**src/rtl/rqe_pkg.sv**
```systemverilog
// Shared types, constants and tables for the relative quaternion to Euler block.
// Used by rqe_ctrl, rqe_dp and relative_quaternion_to_euler.
`default_nettype none

package rqe_pkg;

    localparam int QUAT_W   = 16;
    localparam int QREL_W   = 20;
    localparam int PROD_W   = 40;
    localparam int ACC_W    = 42;
    localparam int S30_W    = 32;
    localparam int RAD_W    = 61;
    localparam int ROOTR_W  = 63;
    localparam int ZACC_W   = 34;
    localparam int ANG_W    = 17;
    localparam int ROLL_W   = 16;
    localparam int PITCH_W  = 15;
    localparam int YAW_W    = 16;
    localparam int STEP_W   = 5;

    localparam int QUAT_FRAC_BITS    = 14;
    localparam int ANGLE_FRAC_BITS   = 13;
    localparam int CORDIC_ITERATIONS = 16;

    localparam logic signed [QUAT_W-1:0] QUAT_ONE = 16'sd16384;
    localparam logic signed [QUAT_W-1:0] QUAT_MIN = -16'sd32768;
    localparam logic signed [QUAT_W-1:0] QUAT_MAX = 16'sd32767;

    localparam logic signed [ACC_W-1:0] QROUND = 42'sd8192;
    localparam logic signed [ACC_W-1:0] ONE28  = 42'sd268435456;
    localparam logic signed [ACC_W-1:0] ONE30  = 42'sd1073741824;
    localparam logic signed [ZACC_W-1:0] PI30  = 34'sd3373259427;
    localparam logic signed [ZACC_W-1:0] AROUND = 34'sd65536;
    localparam logic [63:0] ONE60 = 64'h1000_0000_0000_0000;

    // Last step of each phase
    localparam logic [STEP_W-1:0] QUAT_LAST  = 5'd15;
    localparam logic [STEP_W-1:0] EUL_LAST   = 5'd9;
    localparam logic [STEP_W-1:0] ROOT_LAST  = 5'd31;
    localparam logic [STEP_W-1:0] ITER_LAST  = 5'(CORDIC_ITERATIONS - 1);

    // Euler term pairs
    localparam logic [2:0] EUL_RN = 3'd0;
    localparam logic [2:0] EUL_RD = 3'd1;
    localparam logic [2:0] EUL_YN = 3'd2;
    localparam logic [2:0] EUL_YD = 3'd3;
    localparam logic [2:0] EUL_S  = 3'd4;

    // CORDIC passes
    localparam logic [1:0] CORD_ROLL  = 2'd0;
    localparam logic [1:0] CORD_PITCH = 2'd1;
    localparam logic [1:0] CORD_YAW   = 2'd2;

    // Hamilton product conj(ref) * raw: a index is the term, b index and sign below
    localparam logic [1:0] HAM_B_IDX [16] = '{
        2'd0, 2'd1, 2'd2, 2'd3,
        2'd1, 2'd0, 2'd3, 2'd2,
        2'd2, 2'd3, 2'd0, 2'd1,
        2'd3, 2'd2, 2'd1, 2'd0
    };
    localparam logic [15:0] HAM_NEG = 16'h428E;

    // Euler products over the relative quaternion (w=0, x=1, y=2, z=3)
    localparam logic [1:0] EUL_A_IDX [10] = '{
        2'd0, 2'd2, 2'd1, 2'd2, 2'd0, 2'd1, 2'd2, 2'd3, 2'd0, 2'd3
    };
    localparam logic [1:0] EUL_B_IDX [10] = '{
        2'd1, 2'd3, 2'd1, 2'd2, 2'd3, 2'd2, 2'd2, 2'd3, 2'd2, 2'd1
    };
    localparam logic [9:0] EUL_NEG = 10'b10_0000_0000;

    localparam logic signed [ZACC_W-1:0] ATAN_TAB [CORDIC_ITERATIONS] = '{
        34'sh03243F6A8, 34'sh01DAC6705, 34'sh00FADBAFC, 34'sh007F56EA6,
        34'sh003FEAB76, 34'sh001FFD55B, 34'sh000FFFAAA, 34'sh0007FFF55,
        34'sh0003FFFEA, 34'sh0001FFFFD, 34'sh0000FFFFF, 34'sh00007FFFF,
        34'sh00003FFFF, 34'sh00001FFFF, 34'sh00000FFFF, 34'sh000007FFF
    };

    typedef struct packed {
        logic              capture;
        logic              load_raw;
        logic              mac_en;
        logic              mac_euler;
        logic              square;
        logic              root_en;
        logic              cord_load;
        logic              cord_shift;
        logic              cord_quad;
        logic              cord_iter;
        logic              cord_save;
        logic [1:0]        cord_sel;
        logic              out_load;
        logic [STEP_W-1:0] step;
    } t_cmd;

    typedef struct packed {
        logic in_range;
    } t_status;

endpackage

`default_nettype wire

```
**src/rtl/rqe_ctrl.sv**
```systemverilog
// Sequencer for the relative quaternion to Euler block.
// Depends on rqe_pkg; drives rqe_dp through t_cmd and reads t_status.
`default_nettype none

module rqe_ctrl (
    input  wire              i_clk,
    input  wire              i_rst_n,
    input  wire              i_valid,
    input  wire              i_command,
    output logic             o_stall,
    output logic             o_valid,
    input  wire              i_stall,
    output rqe_pkg::t_cmd    o_cmd,
    input  rqe_pkg::t_status i_status
);

    typedef enum logic [10:0] {
        S_IDLE   = 11'b000_0000_0001,
        S_QUAT   = 11'b000_0000_0010,
        S_EULER  = 11'b000_0000_0100,
        S_SQUARE = 11'b000_0000_1000,
        S_ROOT   = 11'b000_0001_0000,
        S_CLOAD  = 11'b000_0010_0000,
        S_CSHIFT = 11'b000_0100_0000,
        S_CQUAD  = 11'b000_1000_0000,
        S_CITER  = 11'b001_0000_0000,
        S_CSAVE  = 11'b010_0000_0000,
        S_OUT    = 11'b100_0000_0000
    } t_state;

    t_state                     r_state, n_state;
    logic [rqe_pkg::STEP_W-1:0] r_cnt, n_cnt;
    logic [1:0]                 r_sel, n_sel;
    logic                       r_valid, n_valid;

    always_comb begin
        n_state = r_state;
        n_cnt   = r_cnt;
        n_sel   = r_sel;
        o_cmd   = '0;
        o_cmd.step     = r_cnt;
        o_cmd.cord_sel = r_sel;
        o_stall = 1'b1;
        case (r_state)
            S_IDLE: begin
                o_stall = 1'b0;
                if (i_valid) begin
                    if (i_command) begin
                        o_cmd.capture = 1'b1;
                    end else begin
                        o_cmd.load_raw = 1'b1;
                        n_cnt   = '0;
                        n_state = S_QUAT;
                    end
                end
            end
            S_QUAT: begin
                o_cmd.mac_en = 1'b1;
                n_cnt = r_cnt + 1'b1;
                if (r_cnt == rqe_pkg::QUAT_LAST) begin
                    n_cnt   = '0;
                    n_state = S_EULER;
                end
            end
            S_EULER: begin
                o_cmd.mac_en    = 1'b1;
                o_cmd.mac_euler = 1'b1;
                n_cnt = r_cnt + 1'b1;
                if (r_cnt == rqe_pkg::EUL_LAST) begin
                    n_state = S_SQUARE;
                end
            end
            S_SQUARE: begin
                o_cmd.square = 1'b1;
                n_cnt   = '0;
                n_state = S_ROOT;
            end
            S_ROOT: begin
                o_cmd.root_en = 1'b1;
                n_cnt = r_cnt + 1'b1;
                if (r_cnt == rqe_pkg::ROOT_LAST) begin
                    n_cnt   = '0;
                    n_sel   = rqe_pkg::CORD_ROLL;
                    n_state = S_CLOAD;
                end
            end
            S_CLOAD: begin
                o_cmd.cord_load = 1'b1;
                n_state = S_CSHIFT;
            end
            S_CSHIFT: begin
                if (i_status.in_range) begin
                    n_state = S_CQUAD;
                end else begin
                    o_cmd.cord_shift = 1'b1;
                end
            end
            S_CQUAD: begin
                o_cmd.cord_quad = 1'b1;
                n_cnt   = '0;
                n_state = S_CITER;
            end
            S_CITER: begin
                o_cmd.cord_iter = 1'b1;
                n_cnt = r_cnt + 1'b1;
                if (r_cnt == rqe_pkg::ITER_LAST) begin
                    n_state = S_CSAVE;
                end
            end
            S_CSAVE: begin
                o_cmd.cord_save = 1'b1;
                if (r_sel == rqe_pkg::CORD_YAW) begin
                    n_state = S_OUT;
                end else begin
                    n_sel   = r_sel + 1'b1;
                    n_state = S_CLOAD;
                end
            end
            S_OUT: begin
                if (!r_valid || !i_stall) begin
                    o_cmd.out_load = 1'b1;
                    n_state = S_IDLE;
                end
            end
            default: begin
                n_state = S_IDLE;
            end
        endcase
    end

    always_comb begin
        n_valid = r_valid;
        if (r_valid && !i_stall) begin
            n_valid = 1'b0;
        end
        if (o_cmd.out_load) begin
            n_valid = 1'b1;
        end
    end

    always_ff @(posedge i_clk) begin
        if (!i_rst_n) begin
            r_state <= S_IDLE;
            r_cnt   <= '0;
            r_sel   <= '0;
            r_valid <= 1'b0;
        end else begin
            r_state <= n_state;
            r_cnt   <= n_cnt;
            r_sel   <= n_sel;
            r_valid <= n_valid;
        end
    end

    assign o_valid = r_valid;

endmodule

`default_nettype wire

```
**config.mk**
```make
export PLATFORM = sky130hd
export DESIGN_NAME = rqe_ctrl
export DESIGN_NICKNAME = d
export VERILOG_FILES = /design/src/rtl/rqe_pkg.sv /design/src/rtl/rqe_ctrl.sv
export SDC_FILE = /design/constraint.sdc
export NUM_CORES = 1
export LEC_CHECK = 0
export ABC_AREA = 0
export BUFFER_PORTS_ARGS = -buffer_cell sky130_fd_sc_hd__buf_2
export CAP_MARGIN = 30
export CORE_ASPECT_RATIO = 0.75
export CORE_MARGIN = 2
export CORE_UTILIZATION = 61
export CTS_BUF_LIST = sky130_fd_sc_hd__clkbuf_4 sky130_fd_sc_hd__clkbuf_8
export DETAILED_ROUTE_END_ITERATION = 12
export PLACE_DENSITY = 0.94
export SYNTH_ARGS = -nofsm -noshare
export SYNTH_HDL_FRONTEND = slang
export SYNTH_SLANG_ARGS = --single-unit
```
**constraint.sdc**
```tcl
create_clock -name i_clk -period 4 [get_ports i_clk]
set_input_delay 0.4 -clock i_clk [delete_from_list [all_inputs] [get_ports i_clk]]
set_output_delay 0.4 -clock i_clk [all_outputs]
set_load 0.02 [all_outputs]
```
# Yosys cells after proc, flatten, opt, wreduce, memory -nomap -nowiden
# Index checks and enable logic that the tools add are counted.
dict set report totals {
  elab_cells 80
  inputBits 6
  output_inout_bits 21
  register_bits 19
}
dict set report classes {
  mux 37
  reduce_logical 13
  add_sub_neg 2
  n_eq_ne 24
}
# op count
set op_table {}
lappend op_table {{11-bit case mux with 11 select lines} 1}
lappend op_table {{11-bit 2-to-1 mux} 9}
lappend op_table {{5-bit case mux with 5 select lines} 1}
lappend op_table {{5-bit 2-to-1 mux} 4}
lappend op_table {{2-bit != test (second input constant)} 9}
lappend op_table {{1-bit 2-to-1 mux} 17}
lappend op_table {{11-bit by 1-bit == test with 1-bit output (second input constant)} 1}
lappend op_table {{11-bit by 10-bit == test with 1-bit output (second input constant)} 1}
lappend op_table {{11-bit == test (second input constant)} 1}
lappend op_table {{11-bit by 2-bit == test with 1-bit output (second input constant)} 1}
lappend op_table {{11-bit by 3-bit == test with 1-bit output (second input constant)} 1}
lappend op_table {{11-bit by 4-bit == test with 1-bit output (second input constant)} 1}
lappend op_table {{11-bit by 5-bit == test with 1-bit output (second input constant)} 1}
lappend op_table {{11-bit by 6-bit == test with 1-bit output (second input constant)} 1}
lappend op_table {{11-bit by 7-bit == test with 1-bit output (second input constant)} 1}
lappend op_table {{11-bit by 8-bit == test with 1-bit output (second input constant)} 1}
lappend op_table {{11-bit by 9-bit == test with 1-bit output (second input constant)} 1}
lappend op_table {{5-bit by 4-bit == test with 1-bit output (second input constant)} 2}
lappend op_table {{2-bit 2-to-1 mux} 4}
lappend op_table {{8-bit AND reduction} 1}
lappend op_table {{3-bit AND reduction} 2}
lappend op_table {{2-bit OR reduction} 3}
lappend op_table {{5-bit by 1-bit adder with 5-bit output (second input constant)} 1}
lappend op_table {{5-bit == test (second input constant)} 1}
lappend op_table {{other kinds (8)} 10}

# Longest topological paths before layout
dict set report depth {
  ltp_word 5
  ltp_mapped 10
}

# Worst setup path before layout
# OpenSTA, ideal clock, no wires.
dict set report synth_path {
  path_kind {register -> register}
  startpoint {reg r_cnt[0] (netlist bit)}
  endpoint {reg r_state[1]}
  required_ns 3.880
  arrival_time_ns 1.889
  path_slack_ns 1.991
  setup_time_ns 0.120
  synth_period_minus_slack_ns 2.009
  stages_incl_launch_ff 11
  cell_sequence {dfxtp_1 -> ha_1 -> nand3_1 -> inv_1 -> ha_1 -> nor2_1 -> nand3_1 -> a21boi_0 -> nor3_1 -> mux2i_1 -> nor2_1}
}
dict set report synth_between {
  elab_chain_cells 3
}
# item line
set synth_lines {}
lappend synth_lines {{from (decl)} rqe_ctrl.sv:32} ;# logic [rqe_pkg::STEP_W-1:0] r_cnt, n_cnt;
lappend synth_lines {{from (signal assigned)} rqe_ctrl.sv:149} ;# r_cnt <= n_cnt;
lappend synth_lines {{5-bit by 4-bit == test with 1-bit output, or another cell as far along} {rqe_ctrl.sv:60, rqe_ctrl.sv:106}}
lappend synth_lines {{2-bit != test (no line)} n/a}
lappend synth_lines {{8-bit AND reduction (no line) *} n/a}
lappend synth_lines {{to (signal assigned)} rqe_ctrl.sv:148} ;# r_state <= n_state;
lappend synth_lines {{to (decl)} rqe_ctrl.sv:31} ;# t_state r_state, n_state;
# Every way passes the cells marked *; elsewhere a longest branch is shown, timed or not.
# A chain may end at the register's enable or synchronous reset.

# Worst setup path in the final report
dict set report layout_path {
  startpoint {reg r_cnt[0] (netlist bit)}
  endpoint {reg r_state[5]}
}
# The elaborated chain is that of the path after synthesis.

==> impl_metrics.json <==
{
  "outcome": "complete, but fails checks",
  "violations": "DRC",
  "hold_path_class": "in2reg",
  "ys_types": 52,
  "end_kind": "register",
  "yosysWarnings": 0,
  "cp_common_cell": "nand3_1",
  "place_congestion": 1.03,
  "synth_area_leaders": "dfxtp_1 (28%), ha_1 (5.5%), nor2_1 (5.5%), inv_1 (3.8%), nand3_1 (3.7%)",
  "drt_first_iter_violations": 80,
  "globalRouteOverflowTotal": 0,
  "setup_tns_ns": 0,
  "synth-seq-cells": 19,
  "dr.pass1.iters": 8,
  "crit_slowest_cell": "dfxtp_1",
  "crit_type": "reg2reg",
  "core_area_um2": 2070,
  "critical_path_buf_inv_count": 1,
  "holdWs_ns": 0.369,
  "p_leak_nw": 0.699,
  "floorplan.initialDensity_pct": 66.0,
  "synth_cells": 176,
  "die_area_um2": 2640,
  "cp_top_family": "simple AND/OR/NAND/NOR gates",
  "synth_top_area_share_pct": 27.9,
  "path_cells": "ha_1, nand3_1, inv_1, ha_1, nor2_1, nand3_1, a21boi_0, nor3_1, nand3_1, nor2_1",
  "port-buffer-count": 26,
  "yosysTopAreaCell": "dfxtp_1",
  "fin_area_um2": 1490,
  "post_dp_cell_area_um2": 1460,
  "clock_sink_count": 19,
  "cts_buffer_depth": 2,
  "rows": 14,
  "antenna_found_initial": 0,
  "grt_use_total_pct": 30.0,
  "cp-start-kind": "register",
  "htreeDepth": 1,
  "power.total_w": 0.000612,
  "vias": 1378,
  "tightest_slew_ns": 0.499,
  "clk_root_buffer_cell": "clkbuf_4",
  "viasPerCell": 6.24,
  "post_cts_buffers": 0,
  "critPathMaxStageDelay_ns": 0.48,
  "ys_async_sr_fraction_pct": 0,
  "drive_gt1_share_pct": 21.3,
  "fmax_mhz": 421,
  "synthToLayoutAreaGrowth_pct": 9.35,
  "diodes": 0,
  "period_needed_ns": 2.38,
  "cap_violations": 0,
  "die_h_um": 45.0,
  "synth_edf_count": 0,
  "relSlewSlack_pct": 66.7,
  "final-hold-violation-count": 0,
  "clkSlewWorstSetupHoldPaths_ns": 0.12,
  "mostFrequentLayoutCells": "buf_2 (26), nor2_1 (20), dfxtp_1 (19)",
  "cp.arrival_ns": 2.63,
  "final-setup-viol-count": 0,
  "grt_pass1_wl_um": 5950,
  "cts_buffers": 3,
  "skew_ns": 0.00154,
  "drcViolationCount": 1,
  "fin_cells": 221,
  "final_common_cell": "buf_2",
  "ir_worst_vdd_mv": 0.237,
  "drt-total-wl_um": 3530,
  "syn-mean-instance-area_um2": 7.76,
  "cts_tree": "yes",
  "drv_slew": 0,
  "yosysSeqAreaShare_pct": 27.9,
  "hpwl_um": 2680,
  "nNetsFinal": 210,
  "p_per_area_nw_per_um2": 410,
  "hold_buffers": 0,
  "dp_cells": 217,
  "synth_nets": 188,
  "cts_resized": 0,
  "grt_max_degree": 13,
  "cp.required_ns": 4.26,
  "period_share_pct": 59.4,
  "post_drt_wl_per_cell_um": 16.0,
  "clock_latency_ns": 0.31,
  "path_max_fanout": 7,
  "grt_pass1_vias": 1319,
  "die_width_um": 58.6,
  "ios": 27,
  "syn-cell-area_um2": 1370,
  "antenna_left": 0,
  "rsz0062_at_grt": "false",
  "ys.flop_type": "dfxtp_1"
}
-- layout make-up --
type / instances / area [µm²]
flip-flops and latches: 19 / 380
fillers: 172 / 574
repair buffers: 26 / 130
well taps: 24 / 30.0
clock buffers: 3 / 22.5
inverters: 14 / 52.6
clock inverters: 1 / 7.51
multi-input cells: 134 / 870
-- where the power goes --
group | internal (W) | switching (W) | total [W]
Sequential | 0.000202 | 0.0000406 | 0.000243
Combinational | 0.0000934 | 0.000168 | 0.000261
Clock | 0.0000383 | 0.0000690 | 0.000107
Total | 0.000334 | 0.000277 | 0.000612
-- flip-flops by register name, indices dropped and copies added, names as in the netlist --
signal	cells
r_cnt	5
r_sel	2
r_state	11
o_valid	1
-- kinds of logic after synthesis --
group	after synthesis	synth area share [%]
flip-flops	19	27.9
XOR/XNOR	4	2.57
buffers and inverters	23	8.43
AND/OR/NAND/NOR	91	38.0
multiplexers	1	0.733
adder cells (fa/ha/maj)	6	5.50
AO/OA/AOI/OAI	32	16.9
-- tightest hold or removal path, delay by kind of cell --
family	cells	cell delay, ns
buffers and inverters	1	0.10
AND/OR/NAND/NOR	1	0.08
AO/OA/AOI/OAI	1	0.07
-- stage by stage --
stage / setup slack (ns) / util, %
global route: 1.35 / 72.2
finish: 1.62 / 72.2
global placement: 1.81 / 70.8
CTS: 1.67 / 72.2
floorplan: 1.99 / -
detailed placement: 1.70 / 70.8
-- per-layer routing --
| layer | up-vias | share of wire (%) | track usage (%) |
|---|---|---|---|
| li1 | 678 | - | - |
| met1 | 637 | 46 | 40.4 |
| met2 | 55 | 44 | 47.9 |
| met3 | 8 | 7.7 | 7.45 |
| met4 | 0 | 1.4 | 10.0 |
| met5 | - | 0 | 0 |
-- synth_stat cells (2+ instances only) --
cell type / n
nor2_1: 20
dfxtp_1: 19
inv_1: 14
nand2_1: 10
nand3_1: 10
nor3_1: 10
o21ai_0: 8
a21oi_1: 7
ha_1: 6
nand4_1: 6
nor4_1: 5
xor2_1: 4
and2_1: 3
and3_1: 3
buf_6: 3
clkbuf_1: 3
nand2b_1: 3
nor2b_1: 3
o211ai_1: 3
buf_2: 2
nand3b_1: 2
or3_1: 2
-- path summary, 6_finish.rpt --
check | slack [ns] | cells past startpoint | end | startpoint
worst max-delay path | 1.62 | 10 | r_state[5] | r_cnt[0]
worst min-delay path | 0.37 | 3 | o_valid | i_stall
worst max register to register | 1.62 | 10 | r_state[5] | r_cnt[0]
worst min register to register | 0.53 | 2 | o_valid | o_valid
No activity file was read; power rests on OpenSTA's default activity.
